--- src/hdl/irm_pkg.sv ---
// Shared types and constants for the I2C register master.
`timescale 1ns / 1ps
`default_nettype none
package irm_pkg;

   localparam int DEV_ADDR_W = 7;
   localparam int BYTE_W = 8;
   localparam int OPCODE_W = 2;
   localparam int BIT_CNT_W = 4;
   localparam int PHASE_W = 6;
   localparam int QUEUE_DEPTH = 2;
   localparam int QUEUE_PTR_W = $clog2(QUEUE_DEPTH);
   localparam int QUEUE_CNT_W = $clog2(QUEUE_DEPTH + 1);

   localparam logic [DEV_ADDR_W-1:0] DEV_ADDR_RESET = 7'h0E;
   localparam logic RW_WRITE = 1'b0;
   localparam logic RW_READ = 1'b1;

   typedef enum logic [OPCODE_W-1:0] {
      OP_TICK  = 2'd0,
      OP_WRITE = 2'd1,
      OP_READ  = 2'd2
   } opcode_type;

   typedef enum logic [1:0] {
      CMD_NOP,
      CMD_TICK,
      CMD_WRITE,
      CMD_READ
   } cmd_kind_type;

   typedef struct packed {
      cmd_kind_type      kind;
      logic [BYTE_W-1:0] reg_addr;
      logic [BYTE_W-1:0] write_data;
      logic              sda_in;
   } cmd_type;

   typedef struct packed {
      logic              scl_level;
      logic              sda_level;
      logic              sda_listening;
      logic              busy_res;
      logic              done_res;
      logic [BYTE_W-1:0] read_byte;
      logic              rejected;
   } rsp_type;

   typedef enum logic [PHASE_W-1:0] {
      PH_IDLE         = 6'd0,
      PH_START_PREP   = 6'd1,
      PH_START_SCL    = 6'd2,
      PH_START_SDA    = 6'd3,
      PH_DEVW_BIT     = 6'd4,
      PH_DEVW_LO      = 6'd5,
      PH_DEVW_ACK_SDA = 6'd6,
      PH_DEVW_ACK_HI  = 6'd7,
      PH_DEVW_ACK_LO  = 6'd8,
      PH_REG_BIT      = 6'd9,
      PH_REG_LO       = 6'd10,
      PH_REG_ACK_SDA  = 6'd11,
      PH_REG_ACK_HI   = 6'd12,
      PH_REG_ACK_LO   = 6'd13,
      PH_DAT_BIT      = 6'd14,
      PH_DAT_LO       = 6'd15,
      PH_NACK_SDA     = 6'd16,
      PH_NACK_HI      = 6'd17,
      PH_NACK_LO      = 6'd18,
      PH_STOP_LO      = 6'd19,
      PH_STOP_SDA     = 6'd20,
      PH_STOP_HI      = 6'd21,
      PH_STOP_REL     = 6'd22,
      PH_RS_PREP      = 6'd23,
      PH_RS_SCL       = 6'd24,
      PH_RS_SDA       = 6'd25,
      PH_DEVR_BIT     = 6'd26,
      PH_DEVR_LO      = 6'd27,
      PH_DEVR_ACK_SDA = 6'd28,
      PH_DEVR_ACK_HI  = 6'd29,
      PH_DEVR_ACK_LO  = 6'd30,
      PH_RD_PRE       = 6'd31,
      PH_RD_HI        = 6'd32,
      PH_RD_LO        = 6'd33
   } phase_type;

endpackage
`default_nettype wire

--- src/hdl/irm_req_if.sv ---
// Request channel interface.
`timescale 1ns / 1ps
`default_nettype none
interface irm_req_if;
   logic                            valid;
   logic                            ready;
   logic [irm_pkg::OPCODE_W-1:0]    opcode;
   logic [irm_pkg::BYTE_W-1:0]      reg_addr;
   logic [irm_pkg::BYTE_W-1:0]      write_data;
   logic                            sda_in;

   modport source (output valid, opcode, reg_addr, write_data, sda_in, input ready);
   modport sink (input valid, opcode, reg_addr, write_data, sda_in, output ready);
endinterface
`default_nettype wire

--- src/hdl/irm_rsp_if.sv ---
// Response channel interface.
`timescale 1ns / 1ps
`default_nettype none
interface irm_rsp_if;
   logic                       valid;
   logic                       ready;
   logic                       scl_level;
   logic                       sda_level;
   logic                       sda_listening;
   logic                       busy_res;
   logic                       done_res;
   logic [irm_pkg::BYTE_W-1:0] read_byte;
   logic                       rejected;

   modport source (output valid, scl_level, sda_level, sda_listening, busy_res, done_res,
                   read_byte, rejected, input ready);
   modport sink (input valid, scl_level, sda_level, sda_listening, busy_res, done_res,
                 read_byte, rejected, output ready);
endinterface
`default_nettype wire

--- src/hdl/i2c_register_master.sv ---
// Top level of the I2C register master.
`timescale 1ns / 1ps
`default_nettype none
// Bit-banged I2C master for register writes and reads. Every request beat
// (tick, write, read or spare) yields exactly one response beat carrying the
// SCL and SDA levels after that step, plus busy, done, rejected and the last
// byte read. One beat is taken per clock while the front or queue has room; it
// passes the front, queue and response registers. The sequencer advances one
// bus phase per tick beat. A two-entry request queue lets the request side keep
// going while the response side is stalled. The user must write the seven-bit
// device address (csr_wr_en, csr_wr_data; reset 0x0E) only while no beat is
// in flight; the block does not enforce it. Slave acknowledges are not checked.
module i2c_register_master (
   input  wire logic                           clock,
   input  wire logic                           reset,
   irm_req_if.sink                             req_bus,
   irm_rsp_if.source                           rsp_bus,
   input  wire logic                           csr_wr_en,
   input  wire logic [irm_pkg::DEV_ADDR_W-1:0] csr_wr_data
);

   logic [irm_pkg::DEV_ADDR_W-1:0] dev_addr_ff;
   logic [irm_pkg::DEV_ADDR_W-1:0] dev_addr_in;
   logic                           queue_full;
   logic                           queue_empty;
   logic                           queue_push;
   logic                           queue_pop;
   irm_pkg::cmd_type               push_cmd;
   irm_pkg::cmd_type               head_cmd;
   irm_pkg::rsp_type               rsp;
   logic                           rsp_valid;

   assign dev_addr_in = csr_wr_en ? csr_wr_data : dev_addr_ff;

   always_ff @(posedge clock) begin
      if (reset) begin
         dev_addr_ff <= irm_pkg::DEV_ADDR_RESET;
      end else begin
         dev_addr_ff <= dev_addr_in;
      end
   end

   irm_front u_front (
      .clock          (clock),
      .reset          (reset),
      .req_valid      (req_bus.valid),
      .req_ready      (req_bus.ready),
      .req_opcode     (req_bus.opcode),
      .req_reg_addr   (req_bus.reg_addr),
      .req_write_data (req_bus.write_data),
      .req_sda_in     (req_bus.sda_in),
      .queue_full     (queue_full),
      .queue_push     (queue_push),
      .queue_cmd      (push_cmd)
   );

   irm_queue u_queue (
      .clock    (clock),
      .reset    (reset),
      .push     (queue_push),
      .push_cmd (push_cmd),
      .pop      (queue_pop),
      .head_cmd (head_cmd),
      .empty    (queue_empty),
      .full     (queue_full)
   );

   irm_back u_back (
      .clock     (clock),
      .reset     (reset),
      .cmd       (head_cmd),
      .cmd_empty (queue_empty),
      .cmd_pop   (queue_pop),
      .dev_addr  (dev_addr_ff),
      .rsp_ready (rsp_bus.ready),
      .rsp_valid (rsp_valid),
      .rsp       (rsp)
   );

   assign rsp_bus.valid = rsp_valid;
   assign rsp_bus.scl_level = rsp.scl_level;
   assign rsp_bus.sda_level = rsp.sda_level;
   assign rsp_bus.sda_listening = rsp.sda_listening;
   assign rsp_bus.busy_res = rsp.busy_res;
   assign rsp_bus.done_res = rsp.done_res;
   assign rsp_bus.read_byte = rsp.read_byte;
   assign rsp_bus.rejected = rsp.rejected;

endmodule
`default_nettype wire

--- src/hdl/irm_front.sv ---
// Front stage: accept request beats and classify them into commands.
`timescale 1ns / 1ps
`default_nettype none
module irm_front (
   input  wire logic                         clock,
   input  wire logic                         reset,
   input  wire logic                         req_valid,
   output logic                              req_ready,
   input  wire logic [irm_pkg::OPCODE_W-1:0] req_opcode,
   input  wire logic [irm_pkg::BYTE_W-1:0]   req_reg_addr,
   input  wire logic [irm_pkg::BYTE_W-1:0]   req_write_data,
   input  wire logic                         req_sda_in,
   input  wire logic                         queue_full,
   output logic                              queue_push,
   output irm_pkg::cmd_type                  queue_cmd
);

   logic             valid_ff;
   logic             valid_in;
   irm_pkg::cmd_type cmd_ff;
   irm_pkg::cmd_type cmd_in;
   logic             accept;

   assign queue_push = valid_ff && !queue_full;
   assign req_ready = !valid_ff || !queue_full;
   assign accept = req_valid && req_ready;
   assign queue_cmd = cmd_ff;

   always_comb begin
      cmd_in = cmd_ff;
      if (accept) begin
         cmd_in.reg_addr = req_reg_addr;
         cmd_in.write_data = req_write_data;
         cmd_in.sda_in = req_sda_in;
         case (irm_pkg::opcode_type'(req_opcode))
            irm_pkg::OP_TICK:  cmd_in.kind = irm_pkg::CMD_TICK;
            irm_pkg::OP_WRITE: cmd_in.kind = irm_pkg::CMD_WRITE;
            irm_pkg::OP_READ:  cmd_in.kind = irm_pkg::CMD_READ;
            default:           cmd_in.kind = irm_pkg::CMD_NOP;
         endcase
      end
   end

   always_comb begin
      valid_in = valid_ff;
      if (accept) begin
         valid_in = 1'b1;
      end else if (queue_push) begin
         valid_in = 1'b0;
      end
   end

   always_ff @(posedge clock) begin
      if (reset) begin
         valid_ff <= 1'b0;
      end else begin
         valid_ff <= valid_in;
      end
   end

   always_ff @(posedge clock) begin
      cmd_ff <= cmd_in;
   end

endmodule
`default_nettype wire

--- src/hdl/irm_queue.sv ---
// Short command queue between the front and the bus sequencer.
`timescale 1ns / 1ps
`default_nettype none
module irm_queue (
   input  wire logic             clock,
   input  wire logic             reset,
   input  wire logic             push,
   input  wire irm_pkg::cmd_type push_cmd,
   input  wire logic             pop,
   output irm_pkg::cmd_type      head_cmd,
   output logic                  empty,
   output logic                  full
);

   irm_pkg::cmd_type                 slot_ff [irm_pkg::QUEUE_DEPTH];
   logic [irm_pkg::QUEUE_PTR_W-1:0]  wr_ptr_ff;
   logic [irm_pkg::QUEUE_PTR_W-1:0]  wr_ptr_in;
   logic [irm_pkg::QUEUE_PTR_W-1:0]  rd_ptr_ff;
   logic [irm_pkg::QUEUE_PTR_W-1:0]  rd_ptr_in;
   logic [irm_pkg::QUEUE_CNT_W-1:0]  count_ff;
   logic [irm_pkg::QUEUE_CNT_W-1:0]  count_in;

   assign empty = (count_ff == '0);
   assign full = (count_ff == irm_pkg::QUEUE_CNT_W'(irm_pkg::QUEUE_DEPTH));
   assign head_cmd = slot_ff[rd_ptr_ff];

   function automatic logic [irm_pkg::QUEUE_PTR_W-1:0] next_ptr(
      input logic [irm_pkg::QUEUE_PTR_W-1:0] ptr);
      if (ptr == irm_pkg::QUEUE_PTR_W'(irm_pkg::QUEUE_DEPTH - 1)) begin
         return '0;
      end
      return ptr + 1'b1;
   endfunction

   always_comb begin
      wr_ptr_in = push ? next_ptr(wr_ptr_ff) : wr_ptr_ff;
      rd_ptr_in = pop ? next_ptr(rd_ptr_ff) : rd_ptr_ff;
      count_in = count_ff;
      if (push && !pop) begin
         count_in = count_ff + 1'b1;
      end else if (pop && !push) begin
         count_in = count_ff - 1'b1;
      end
   end

   always_ff @(posedge clock) begin
      if (reset) begin
         wr_ptr_ff <= '0;
         rd_ptr_ff <= '0;
         count_ff <= '0;
      end else begin
         wr_ptr_ff <= wr_ptr_in;
         rd_ptr_ff <= rd_ptr_in;
         count_ff <= count_in;
      end
   end

   always_ff @(posedge clock) begin
      if (push) begin
         slot_ff[wr_ptr_ff] <= push_cmd;
      end
   end

endmodule
`default_nettype wire

--- src/hdl/irm_back.sv ---
// Bus sequencer: step the I2C phases per command and register the response.
`timescale 1ns / 1ps
`default_nettype none
module irm_back (
   input  wire logic                           clock,
   input  wire logic                           reset,
   input  wire irm_pkg::cmd_type               cmd,
   input  wire logic                           cmd_empty,
   output logic                                cmd_pop,
   input  wire logic [irm_pkg::DEV_ADDR_W-1:0] dev_addr,
   input  wire logic                           rsp_ready,
   output logic                                rsp_valid,
   output irm_pkg::rsp_type                    rsp
);

   irm_pkg::phase_type               phase_ff;
   irm_pkg::phase_type               phase_in;
   logic [irm_pkg::BIT_CNT_W-1:0]    bit_index_ff;
   logic [irm_pkg::BIT_CNT_W-1:0]    bit_index_in;
   logic [irm_pkg::BIT_CNT_W-1:0]    bit_inc;
   logic [irm_pkg::BYTE_W-1:0]       shifter_ff;
   logic [irm_pkg::BYTE_W-1:0]       shifter_in;
   logic [irm_pkg::BYTE_W-1:0]       shift_src;
   logic [irm_pkg::BYTE_W-1:0]       byte_src;
   logic                             is_read_ff;
   logic                             is_read_in;
   logic [irm_pkg::BYTE_W-1:0]       reg_ff;
   logic [irm_pkg::BYTE_W-1:0]       reg_in;
   logic [irm_pkg::BYTE_W-1:0]       data_ff;
   logic [irm_pkg::BYTE_W-1:0]       data_in;
   logic [irm_pkg::BYTE_W-1:0]       received_ff;
   logic [irm_pkg::BYTE_W-1:0]       received_in;
   logic                             scl_ff;
   logic                             scl_in;
   logic                             sda_ff;
   logic                             sda_in;
   logic                             done;
   logic                             rejected;
   logic                             is_request;
   logic                             start;
   logic                             advance;
   logic                             last_bit;
   logic                             rsp_valid_ff;
   logic                             rsp_valid_in;
   irm_pkg::rsp_type                 rsp_ff;
   irm_pkg::rsp_type                 rsp_in;

   assign cmd_pop = !cmd_empty && (!rsp_valid_ff || rsp_ready);
   assign is_request = (cmd.kind == irm_pkg::CMD_WRITE) || (cmd.kind == irm_pkg::CMD_READ);
   assign start = cmd_pop && is_request && (phase_ff == irm_pkg::PH_IDLE);
   assign rejected = cmd_pop && is_request && (phase_ff != irm_pkg::PH_IDLE);
   assign advance = cmd_pop && (cmd.kind == irm_pkg::CMD_TICK)
                    && (phase_ff != irm_pkg::PH_IDLE);
   assign bit_inc = bit_index_ff + 1'b1;
   assign last_bit = bit_inc[irm_pkg::BIT_CNT_W-1];
   assign shift_src = (bit_index_ff == '0) ? byte_src : shifter_ff;

   always_comb begin
      case (phase_ff)
         irm_pkg::PH_DEVW_BIT: byte_src = {dev_addr, irm_pkg::RW_WRITE};
         irm_pkg::PH_REG_BIT:  byte_src = reg_ff;
         irm_pkg::PH_DAT_BIT:  byte_src = data_ff;
         default:              byte_src = {dev_addr, irm_pkg::RW_READ};
      endcase
   end

   // Next phase
   always_comb begin
      phase_in = phase_ff;
      if (start) begin
         phase_in = irm_pkg::PH_START_PREP;
      end else if (advance) begin
         case (phase_ff)
            irm_pkg::PH_START_PREP:   phase_in = irm_pkg::PH_START_SCL;
            irm_pkg::PH_START_SCL:    phase_in = irm_pkg::PH_START_SDA;
            irm_pkg::PH_START_SDA:    phase_in = irm_pkg::PH_DEVW_BIT;
            irm_pkg::PH_DEVW_BIT:     phase_in = irm_pkg::PH_DEVW_LO;
            irm_pkg::PH_DEVW_LO: begin
               phase_in = last_bit ? irm_pkg::PH_DEVW_ACK_SDA : irm_pkg::PH_DEVW_BIT;
            end
            irm_pkg::PH_DEVW_ACK_SDA: phase_in = irm_pkg::PH_DEVW_ACK_HI;
            irm_pkg::PH_DEVW_ACK_HI:  phase_in = irm_pkg::PH_DEVW_ACK_LO;
            irm_pkg::PH_DEVW_ACK_LO:  phase_in = irm_pkg::PH_REG_BIT;
            irm_pkg::PH_REG_BIT:      phase_in = irm_pkg::PH_REG_LO;
            irm_pkg::PH_REG_LO: begin
               phase_in = last_bit ? irm_pkg::PH_REG_ACK_SDA : irm_pkg::PH_REG_BIT;
            end
            irm_pkg::PH_REG_ACK_SDA:  phase_in = irm_pkg::PH_REG_ACK_HI;
            irm_pkg::PH_REG_ACK_HI:   phase_in = irm_pkg::PH_REG_ACK_LO;
            irm_pkg::PH_REG_ACK_LO: begin
               phase_in = is_read_ff ? irm_pkg::PH_RS_PREP : irm_pkg::PH_DAT_BIT;
            end
            irm_pkg::PH_DAT_BIT:      phase_in = irm_pkg::PH_DAT_LO;
            irm_pkg::PH_DAT_LO: begin
               phase_in = last_bit ? irm_pkg::PH_NACK_SDA : irm_pkg::PH_DAT_BIT;
            end
            irm_pkg::PH_NACK_SDA:     phase_in = irm_pkg::PH_NACK_HI;
            irm_pkg::PH_NACK_HI:      phase_in = irm_pkg::PH_NACK_LO;
            irm_pkg::PH_NACK_LO:      phase_in = irm_pkg::PH_STOP_LO;
            irm_pkg::PH_STOP_LO:      phase_in = irm_pkg::PH_STOP_SDA;
            irm_pkg::PH_STOP_SDA:     phase_in = irm_pkg::PH_STOP_HI;
            irm_pkg::PH_STOP_HI:      phase_in = irm_pkg::PH_STOP_REL;
            irm_pkg::PH_STOP_REL:     phase_in = irm_pkg::PH_IDLE;
            irm_pkg::PH_RS_PREP:      phase_in = irm_pkg::PH_RS_SCL;
            irm_pkg::PH_RS_SCL:       phase_in = irm_pkg::PH_RS_SDA;
            irm_pkg::PH_RS_SDA:       phase_in = irm_pkg::PH_DEVR_BIT;
            irm_pkg::PH_DEVR_BIT:     phase_in = irm_pkg::PH_DEVR_LO;
            irm_pkg::PH_DEVR_LO: begin
               phase_in = last_bit ? irm_pkg::PH_DEVR_ACK_SDA : irm_pkg::PH_DEVR_BIT;
            end
            irm_pkg::PH_DEVR_ACK_SDA: phase_in = irm_pkg::PH_DEVR_ACK_HI;
            irm_pkg::PH_DEVR_ACK_HI:  phase_in = irm_pkg::PH_DEVR_ACK_LO;
            irm_pkg::PH_DEVR_ACK_LO:  phase_in = irm_pkg::PH_RD_PRE;
            irm_pkg::PH_RD_PRE:       phase_in = irm_pkg::PH_RD_HI;
            irm_pkg::PH_RD_HI:        phase_in = irm_pkg::PH_RD_LO;
            irm_pkg::PH_RD_LO: begin
               phase_in = last_bit ? irm_pkg::PH_NACK_SDA : irm_pkg::PH_RD_HI;
            end
            default:                  phase_in = irm_pkg::PH_IDLE;
         endcase
      end
   end

   // Line levels and datapath per phase
   always_comb begin
      bit_index_in = bit_index_ff;
      shifter_in = shifter_ff;
      is_read_in = is_read_ff;
      reg_in = reg_ff;
      data_in = data_ff;
      received_in = received_ff;
      scl_in = scl_ff;
      sda_in = sda_ff;
      done = 1'b0;
      if (start) begin
         reg_in = cmd.reg_addr;
         data_in = cmd.write_data;
         is_read_in = (cmd.kind == irm_pkg::CMD_READ);
         bit_index_in = '0;
      end else if (advance) begin
         case (phase_ff)
            irm_pkg::PH_START_PREP, irm_pkg::PH_RS_PREP: begin
               scl_in = 1'b0;
               sda_in = 1'b1;
            end
            irm_pkg::PH_START_SCL, irm_pkg::PH_RS_SCL, irm_pkg::PH_DEVW_ACK_HI,
            irm_pkg::PH_REG_ACK_HI, irm_pkg::PH_DEVR_ACK_HI, irm_pkg::PH_NACK_HI,
            irm_pkg::PH_STOP_HI: begin
               scl_in = 1'b1;
            end
            irm_pkg::PH_START_SDA, irm_pkg::PH_RS_SDA, irm_pkg::PH_DEVW_ACK_SDA,
            irm_pkg::PH_REG_ACK_SDA, irm_pkg::PH_DEVR_ACK_SDA, irm_pkg::PH_STOP_SDA: begin
               sda_in = 1'b0;
            end
            irm_pkg::PH_DEVW_BIT, irm_pkg::PH_REG_BIT, irm_pkg::PH_DAT_BIT,
            irm_pkg::PH_DEVR_BIT: begin
               sda_in = shift_src[irm_pkg::BYTE_W-1];
               scl_in = 1'b1;
               shifter_in = {shift_src[irm_pkg::BYTE_W-2:0], 1'b0};
            end
            irm_pkg::PH_DEVW_LO, irm_pkg::PH_REG_LO, irm_pkg::PH_DAT_LO,
            irm_pkg::PH_DEVR_LO: begin
               scl_in = 1'b0;
               bit_index_in = last_bit ? '0 : bit_inc;
            end
            irm_pkg::PH_DEVW_ACK_LO, irm_pkg::PH_REG_ACK_LO, irm_pkg::PH_DEVR_ACK_LO,
            irm_pkg::PH_NACK_LO, irm_pkg::PH_STOP_LO: begin
               scl_in = 1'b0;
            end
            irm_pkg::PH_RD_PRE: begin
               sda_in = 1'b1;
               shifter_in = '0;
               bit_index_in = '0;
            end
            irm_pkg::PH_RD_HI: begin
               scl_in = 1'b1;
               shifter_in = {shifter_ff[irm_pkg::BYTE_W-2:0], cmd.sda_in};
            end
            irm_pkg::PH_RD_LO: begin
               scl_in = 1'b0;
               bit_index_in = last_bit ? '0 : bit_inc;
               if (last_bit) begin
                  received_in = shifter_ff;
               end
            end
            irm_pkg::PH_NACK_SDA: begin
               sda_in = 1'b1;
            end
            irm_pkg::PH_STOP_REL: begin
               sda_in = 1'b1;
               done = 1'b1;
            end
            default: begin
               bit_index_in = '0;
            end
         endcase
      end
   end

   always_comb begin
      rsp_in = rsp_ff;
      if (cmd_pop) begin
         rsp_in.scl_level = scl_in;
         rsp_in.sda_level = sda_in;
         rsp_in.sda_listening = (phase_in == irm_pkg::PH_RD_HI)
                                || (phase_in == irm_pkg::PH_RD_LO);
         rsp_in.busy_res = (phase_in != irm_pkg::PH_IDLE);
         rsp_in.done_res = done;
         rsp_in.read_byte = received_in;
         rsp_in.rejected = rejected;
      end
      rsp_valid_in = cmd_pop || (rsp_valid_ff && !rsp_ready);
   end

   always_ff @(posedge clock) begin
      if (reset) begin
         phase_ff <= irm_pkg::PH_IDLE;
         bit_index_ff <= '0;
         shifter_ff <= '0;
         is_read_ff <= 1'b0;
         reg_ff <= '0;
         data_ff <= '0;
         received_ff <= '0;
         scl_ff <= 1'b1;
         sda_ff <= 1'b1;
         rsp_valid_ff <= 1'b0;
      end else begin
         phase_ff <= phase_in;
         bit_index_ff <= bit_index_in;
         shifter_ff <= shifter_in;
         is_read_ff <= is_read_in;
         reg_ff <= reg_in;
         data_ff <= data_in;
         received_ff <= received_in;
         scl_ff <= scl_in;
         sda_ff <= sda_in;
         rsp_valid_ff <= rsp_valid_in;
      end
   end

   always_ff @(posedge clock) begin
      rsp_ff <= rsp_in;
   end

   assign rsp_valid = rsp_valid_ff;
   assign rsp = rsp_ff;

endmodule
`default_nettype wire

--- src/flat_wrapper.sv ---
// flat-port wrapper written by rule: the top's interface ports become plain ports
module i2c_register_master_flat 
  (clock, reset, csr_wr_en, csr_wr_data, req_bus_valid, req_bus_opcode, req_bus_reg_addr, req_bus_write_data, req_bus_sda_in, req_bus_ready, rsp_bus_valid, rsp_bus_scl_level, rsp_bus_sda_level, rsp_bus_sda_listening, rsp_bus_busy_res, rsp_bus_done_res, rsp_bus_read_byte, rsp_bus_rejected, rsp_bus_ready);
  irm_req_if req_bus_i ();
  irm_rsp_if rsp_bus_i ();
  input  wire logic clock;
  input  wire logic reset;
  input  wire logic csr_wr_en;
  input  wire logic [irm_pkg::DEV_ADDR_W-1:0] csr_wr_data;
  input wire logic [$bits(req_bus_i.valid)-1:0] req_bus_valid;
  input wire logic [$bits(req_bus_i.opcode)-1:0] req_bus_opcode;
  input wire logic [$bits(req_bus_i.reg_addr)-1:0] req_bus_reg_addr;
  input wire logic [$bits(req_bus_i.write_data)-1:0] req_bus_write_data;
  input wire logic [$bits(req_bus_i.sda_in)-1:0] req_bus_sda_in;
  output wire logic [$bits(req_bus_i.ready)-1:0] req_bus_ready;
  output wire logic [$bits(rsp_bus_i.valid)-1:0] rsp_bus_valid;
  output wire logic [$bits(rsp_bus_i.scl_level)-1:0] rsp_bus_scl_level;
  output wire logic [$bits(rsp_bus_i.sda_level)-1:0] rsp_bus_sda_level;
  output wire logic [$bits(rsp_bus_i.sda_listening)-1:0] rsp_bus_sda_listening;
  output wire logic [$bits(rsp_bus_i.busy_res)-1:0] rsp_bus_busy_res;
  output wire logic [$bits(rsp_bus_i.done_res)-1:0] rsp_bus_done_res;
  output wire logic [$bits(rsp_bus_i.read_byte)-1:0] rsp_bus_read_byte;
  output wire logic [$bits(rsp_bus_i.rejected)-1:0] rsp_bus_rejected;
  input wire logic [$bits(rsp_bus_i.ready)-1:0] rsp_bus_ready;
  assign req_bus_i.valid = req_bus_valid;
  assign req_bus_i.opcode = req_bus_opcode;
  assign req_bus_i.reg_addr = req_bus_reg_addr;
  assign req_bus_i.write_data = req_bus_write_data;
  assign req_bus_i.sda_in = req_bus_sda_in;
  assign req_bus_ready = req_bus_i.ready;
  assign rsp_bus_valid = rsp_bus_i.valid;
  assign rsp_bus_scl_level = rsp_bus_i.scl_level;
  assign rsp_bus_sda_level = rsp_bus_i.sda_level;
  assign rsp_bus_sda_listening = rsp_bus_i.sda_listening;
  assign rsp_bus_busy_res = rsp_bus_i.busy_res;
  assign rsp_bus_done_res = rsp_bus_i.done_res;
  assign rsp_bus_read_byte = rsp_bus_i.read_byte;
  assign rsp_bus_rejected = rsp_bus_i.rejected;
  assign rsp_bus_i.ready = rsp_bus_ready;
  i2c_register_master u_core (.clock(clock), .reset(reset), .req_bus(req_bus_i), .rsp_bus(rsp_bus_i), .csr_wr_en(csr_wr_en), .csr_wr_data(csr_wr_data));
endmodule
--- config.mk ---
export PLATFORM = sky130hd
export DESIGN_NAME = i2c_register_master_flat
export DESIGN_NICKNAME = d
export VERILOG_FILES = /design/src/hdl/irm_pkg.sv /design/src/hdl/irm_req_if.sv /design/src/hdl/irm_rsp_if.sv /design/src/hdl/i2c_register_master.sv /design/src/hdl/irm_front.sv /design/src/hdl/irm_queue.sv /design/src/hdl/irm_back.sv /design/src/flat_wrapper.sv
export SDC_FILE = /design/constraint.sdc
export NUM_CORES = 1
export LEC_CHECK = 0
export BUFFER_PORTS_ARGS = -buffer_cell sky130_fd_sc_hd__buf_4
export CAP_MARGIN = 20
export CORE_UTILIZATION = 35
export CTS_BUF_LIST = sky130_fd_sc_hd__clkbuf_8
export CTS_CLUSTER_DIAMETER = 30
export CTS_CLUSTER_SIZE = 28
export DETAILED_ROUTE_END_ITERATION = 12
export SETUP_SLACK_MARGIN = 0.3
export SLEW_MARGIN = 0
export SYNTH_ARGS = -nofsm -noshare
export SYNTH_HDL_FRONTEND = slang
export SYNTH_SLANG_ARGS = --single-unit
export TNS_END_PERCENT = 100
--- constraint.sdc ---
create_clock -name clock -period 2.1 [get_ports clock]
set_input_delay 0.21 -clock clock [delete_from_list [all_inputs] [get_ports clock]]
set_output_delay 0.21 -clock clock [all_outputs]
set_load 0.005 [all_outputs]
== Yosys cells after proc, flatten, opt, wreduce, memory -nomap -nowiden ==
Memories as Yosys holds them, arrays and structs flattened. A register that Yosys moved wholly into a read port is not among the register bits.
Index checks and enable logic that the tools add are counted.
Word-level totals
  bits in registers: 91
  memories kept: 1
  word-level logic and storage cells: 159
  memory bits (writable): 38
Cells by class
  add/sub/neg operators: 5
  multiplexer cells: 40
  equality and inequality tests: 41
  reduce and logical (&&, ||, !) cells: 43
  bitwise logic cells: 3
Memories
  u_core.u_queue.slot_ff: words 2, width 19, rd ports 1, clocked after Yosys merged registers in 1, wr ports 1, line irm_queue.sv:15  | irm_pkg::cmd_type slot_ff [irm_pkg::QUEUE_DEPTH];
Operator list (number)
  $pmux W6 S32: 1
  $eq A6 B5 Y1 const B: 16
  $eq A6 B4 Y1 const B: 8
  $pmux W8 S3: 2
  $mux W8: 5
  $reduce_or A27 Y1: 1
  $eq A6 B3 Y1 const B: 4
  $eq A6 B6 Y1 const B: 4
  $reduce_or A12 Y1: 2
  $mux W6: 3
  $mux W1: 17
  $eq A6 B2 Y1 const B: 2
  $reduce_bool A6 Y1: 2
  $logic_and A1 B1 Y1: 11
  $mux W5: 2
  $reduce_or A5 Y1: 2
  $eq A2 B2 Y1 const B: 4
  $mux W2: 4
  $pmux W4 S2: 1
  $logic_not A1 Y1: 7
  $eq A6 B1 Y1 const B: 1
  $logic_not A6 Y1: 1
  $mux W3: 2
  $pmux W2 S3: 1
  18 further kinds: 29

== Depth between registers and ports, before layout ==
  depth after elaboration: 9
  mapped depth: 9
  depth with buffers taken out: 7

== Hierarchy ==
From an unflattened synthesis, not the netlist that was laid out.
Unflattened totals
  cells, all modules: 542
  area total of the unflattened synthesis: 5936.9 um2
By module, submodules not included
  irm_back: area an instance 3428.3 um2, cells each 407, seq. area each 1321.3 um2, instances 1
  irm_queue: area an instance 1579.0 um2, cells each 81, seq. area each 1241.2 um2, instances 1
  irm_front: area an instance 670.6 um2, cells each 32, seq. area each 590.6 um2, instances 1
  i2c_register_master: area an instance 259.0 um2, cells each 22, seq. area each 140.1 um2, instances 1

== Worst setup path before layout ==
No wires, ideal clock.
  path kind: register to register
  start: reg u_core.u_back.phase_ff[1]
  end: reg u_core.u_back.rsp_ff, in the netlist u_core.u_back.rsp[12], data pin
  path buffers: 2
  path slack: -0.029 ns
  period minus slack after synthesis: 2.129 ns
  stages on the path, launching flop included: 9
  arrival: 1.864 ns
  data required time: 1.834 ns
  cells stage by stage: dfxtp_1 > buf_6 > buf_6 > or3b_1 > a211o_1 > a222oi_1 > a211oi_1 > o21ai_1 > nand2_1
On the way
  cells in the longest elaborated chain, start to end: 6
  elaborated cells between the ends (all ways): 27
  those cells by class: eq/ne: 15; mux: 5; reduce/logical: 7
Ends and longest elaborated chain
  start, declared: line irm_back.sv:16  | irm_pkg::phase_type phase_ff;
  start signal, assigned: line irm_back.sv:217  | phase_ff <= irm_pkg::PH_IDLE;
  start signal, assigned: line irm_back.sv:228  | phase_ff <= phase_in;
  $eq A6 B4 Y1 or $eq A6 B3 Y1 (tied branches): line irm_back.sv:59, irm_back.sv:141
  $pmux W8 S3: line irm_back.sv:59  | case (phase_ff)
  $mux W8: line irm_back.sv:56  | assign shift_src = (bit_index_ff == '0) ? byte_src : shifter_ff;
  $pmux W1 S3: line irm_back.sv:141  | case (phase_ff)
  $mux W1: line irm_back.sv:140  | end else if (advance) begin
  $mux W1 *: line irm_back.sv:135  | if (start) begin
  via u_core.u_back.sda_in: line irm_back.sv:36  | logic sda_in;
  end signal, assigned: line irm_back.sv:242  | rsp_ff <= rsp_in;
  end, declared: line irm_back.sv:45  | irm_pkg::rsp_type rsp_ff;
Mark *: on every way through the listed nets, which the timed path passes. The rest lies on a longest branch.
A chain may end at the register's enable or synchronous reset.

== Worst setup path in the final report ==
  start: reg u_core.u_back.phase_ff[2]
  end: reg u_core.u_back.bit_index_ff[2] (netlist bit)
On the way
  cells in the longest elaborated chain, start to end: 4
  elaborated cells between the ends (all ways): 42
  those cells by class: eq/ne: 32; mux: 1; bitwise: 1; reduce/logical: 8
Ends and longest elaborated chain
  $eq A6 B5 Y1 (tied with other cells): line irm_back.sv:141
  $reduce_or A27 Y1 (no source line)
  $not A1 Y1 (no source line)
  $reduce_and A2 Y1 (no source line)
  end signal, assigned: line irm_back.sv:229  | bit_index_ff <= bit_index_in;
  end, declared: line irm_back.sv:18  | logic [irm_pkg::BIT_CNT_W-1:0] bit_index_ff;
Several ways; a longest one is shown, not always the timed one. The select of a mux whose other input is x is not followed.

==> reports/qor.yml <==
die-area_mm2: 0.0168
syn_to_final_growth_pct: 51.9
report.final.slew_viol_count: 0
synthSimpleGateAreaFrac: 0.155
synth.largest_area_cell: "edfxtp_1"
wirelength_mm: 15.5
worstReg2RegStart: "u_core.u_back.phase_ff[2]"
core-area_mm2: 0.0159
slowest_delay_ns: 0.55
synth-main-ff-cell: "edfxtp_1"
clock_path_buffers: 2
tritoncts: "done"
seq_area_mm2: 0.00331
pin_count: 47
fmax_ghz: 0.453
numClockSinks: 129
cpMaxStageDelayCell: "or4_4"
multi_input_area_mm2: 0.00279
synth.distinct_cells: 64
cts.root.buffer_cell: "clkbuf_8"
post-route-min-period_ns: 2.21
ys_warn_count: 0
h-tree-depth: 4
start_util: 0.359
synthAdderAreaFrac: 0.0132
insertion_delay_ns: 0.46
syn_nets: 544
cp_top_family: "simple AND/OR/NAND/NOR gates"
cts_buffers: 17
grt_usage: 0.190
startpoint_type: "flop"
layout.nets: 724
fin_util: 0.546
syn_avg_cell_area_um2: 11.3
placementRows: 46
worstSetupStartpoint: "u_core.u_back.phase_ff[2]"
hold_ws_ns: 0.0882
crit_cells: 8
grt_pass1_vias: 4617
wl_per_cell_um: 16.9
outcome: "complete, but fails checks"
worst_setup_path_end_kind: "flop"
setup_viol: 12
n_fill_cell: 1340
post-route-period-util: 1.05
cap_violations: 0
ir_drop_v: 0.000474
tightest_slew_ns: 0.791
worstPathCellList: "buf_12 > buf_6 > and3b_2 > nor4_2 > a311o_1 > nand3_4 > or4_4 > a21oi_2"
synth_common_cells: "edfxtp_1, dfxtp_1, nor2_1"
globalplace.congestion: 0.849
drc: 0
antenna_cells: 0
die_h_um: 130
synth-seq-cells: 129
setup_ws_ns: -0.110
synth_top_cell_area_share: 0.374
hpwl_mm: 9.80
maxSlewHeadroom: 0.473
worst-r2r-cell-count: 8
grt_pass1_wl_mm: 23.7
min_path_type: "primary input to flop"
yosys-mux-area-fraction: 0.0583
drive_gt1_frac: 0.463
drtIter0Drc: 250
synth_xor_area_frac: 0.0107
via_count: 4695
violations: "setup timing"
power_mw: 7.85
synth_top_family_by_area: "simple AND/OR/NAND/NOR gates"
synth.area.top_cells: "edfxtp_1, dfxtp_1, mux2i_1"
leakagePower_nw: 3.31
fin_worst_skew_ns: 0.0161
portBuffers: 46
clk_pin_slew_ns: 0.08
async_flop_share: 0
syn_area_mm2: 0.00571
pre_cts_ws_ns: -0.137
rsz0062_at_grt: "true"
synthCells: 507
hold_path_depth: 2
powerDensity_mw_per_mm2: 906
crit_buf_inv: 2
crit_path_max_fanout: 6
required_ns: 2.48
die_w_um: 130
worstPathArrival_ns: 2.59
grt-ovfl-total: 0
firstDrtPassIters: 5
ant_nets: 0
synth_compound_area_frac: 0.148
hp-start: "csr_wr_en"
via_per_inst: 5.13
yosysMostFrequentCell: "edfxtp_1"
path_class: "flop to flop"
finalHoldViolations: 0
grt_max_degree: 53
antenna_found_initial: 0
synth_edf_count: 71
seq_area_frac_synth: 0.577
==> metrics by stage <==
step	instances	instance area, µm²	setup TNS (ns)
2_1_floorplan	507	5790	-0.00878
3_3_place_gp	817	6920	-1.77
3_5_place_dp	817	6920	-2.10
4_1_cts	898	8220	-0.186
5_1_grt	916	8670	-2.35
6_report	916	8670	-0.476
==> where the power goes <==
| group | total, mW | leakage (nW) | internal, mW | switching, mW |
|---|---|---|---|---|
| clock network | 2.07 | 0.211 | 1.10 | 0.966 |
| logic | 2.48 | 1.95 | 1.26 | 1.22 |
| registers | 3.31 | 1.14 | 3.07 | 0.231 |
==> layout make-up <==
| type | count | area share |
|---|---|---|
| Tap cell | 216 | 0.0312 |
| Clock inverter | 13 | 0.0143 |
| Clock buffer | 19 | 0.0302 |
| Sequential cell | 129 | 0.382 |
| Multi-Input combinational cell | 331 | 0.322 |
| Timing Repair Buffer | 199 | 0.216 |
| Inverter | 9 | 0.00433 |
==> worst reg2reg max path, cell delays in order (launching register included) <==
cell and delay, ns:
dfxtp_2 0.34, buf_12 0.13, buf_6 0.12, and3b_2 0.23
nor4_2 0.28, a311o_1 0.25, nand3_4 0.11, or4_4 0.55
a21oi_2 0.13
==> state kept, by name, indices dropped and copies added, names as in the netlist, 2 cells and up, named ones only <==
register and count:
u_core.dev_addr_ff 7, u_core.u_back.bit_index_ff 3, u_core.u_back.data_ff 8, u_core.u_back.phase_ff 6, u_core.u_back.received_ff 8, u_core.u_back.reg_ff 8
u_core.u_back.rsp 14, u_core.u_back.shifter_ff 8, u_core.u_front.queue_cmd 19, u_core.u_queue.count_ff 2, u_core.u_queue.slot_ff 38
==> worst paths after layout <==
| path | slack (ns) | end |
|---|---|---|
| min reg2reg | 0.44 | u_core.u_queue.slot_ff[1][1] |
| max reg2reg | -0.11 | u_core.u_back.bit_index_ff[2] |
| min | 0.09 | u_core.dev_addr_ff[3] |
| max | -0.11 | u_core.u_back.bit_index_ff[2] |
==> layer usage <==
metal,wire [µm],GRT usage,vias to the layer above
met3,625,0.0545,46
met2,7570,0.302,137
li1,-,-,2252
met1,6770,0.232,2260
met5,0,0,-
met4,561,0.106,0
==> cells in the final DEF (no fill, tap or decap), drive strengths merged, types with 22 or more instances in the layout <==
cell and count:
a211oi 26, a21oi 26, buf 171, dfxtp 58, dlygate4sd3 25, edfxtp 71
mux2i 22, nand2 23, nor2 56
==> logic make-up (layout without fill, tap and decap cells) <==
| kind of cell | Yosys count | count (layout) |
|---|---|---|
| AND/OR/NAND/NOR | 164 | 164 |
| flip-flops | 129 | 129 |
| AO/OA/AOI/OAI | 122 | 122 |
| buffers and inverters | 47 | 240 |
| multiplexers | 32 | 32 |
| XOR/XNOR | 7 | 7 |
| adder cells (fa/ha/maj) | 6 | 6 |
==> repair_timing <==
action	in CTS	in global routing
resized for setup	106	64
pin swaps	48	31
setup endpoints to repair	55	58
setup buffers	21	16
hold buffers	25	0
gates cloned	3	2
endpoints found under the hold margin	25	0
Note: power is estimated with default switching activity, not from simulation.
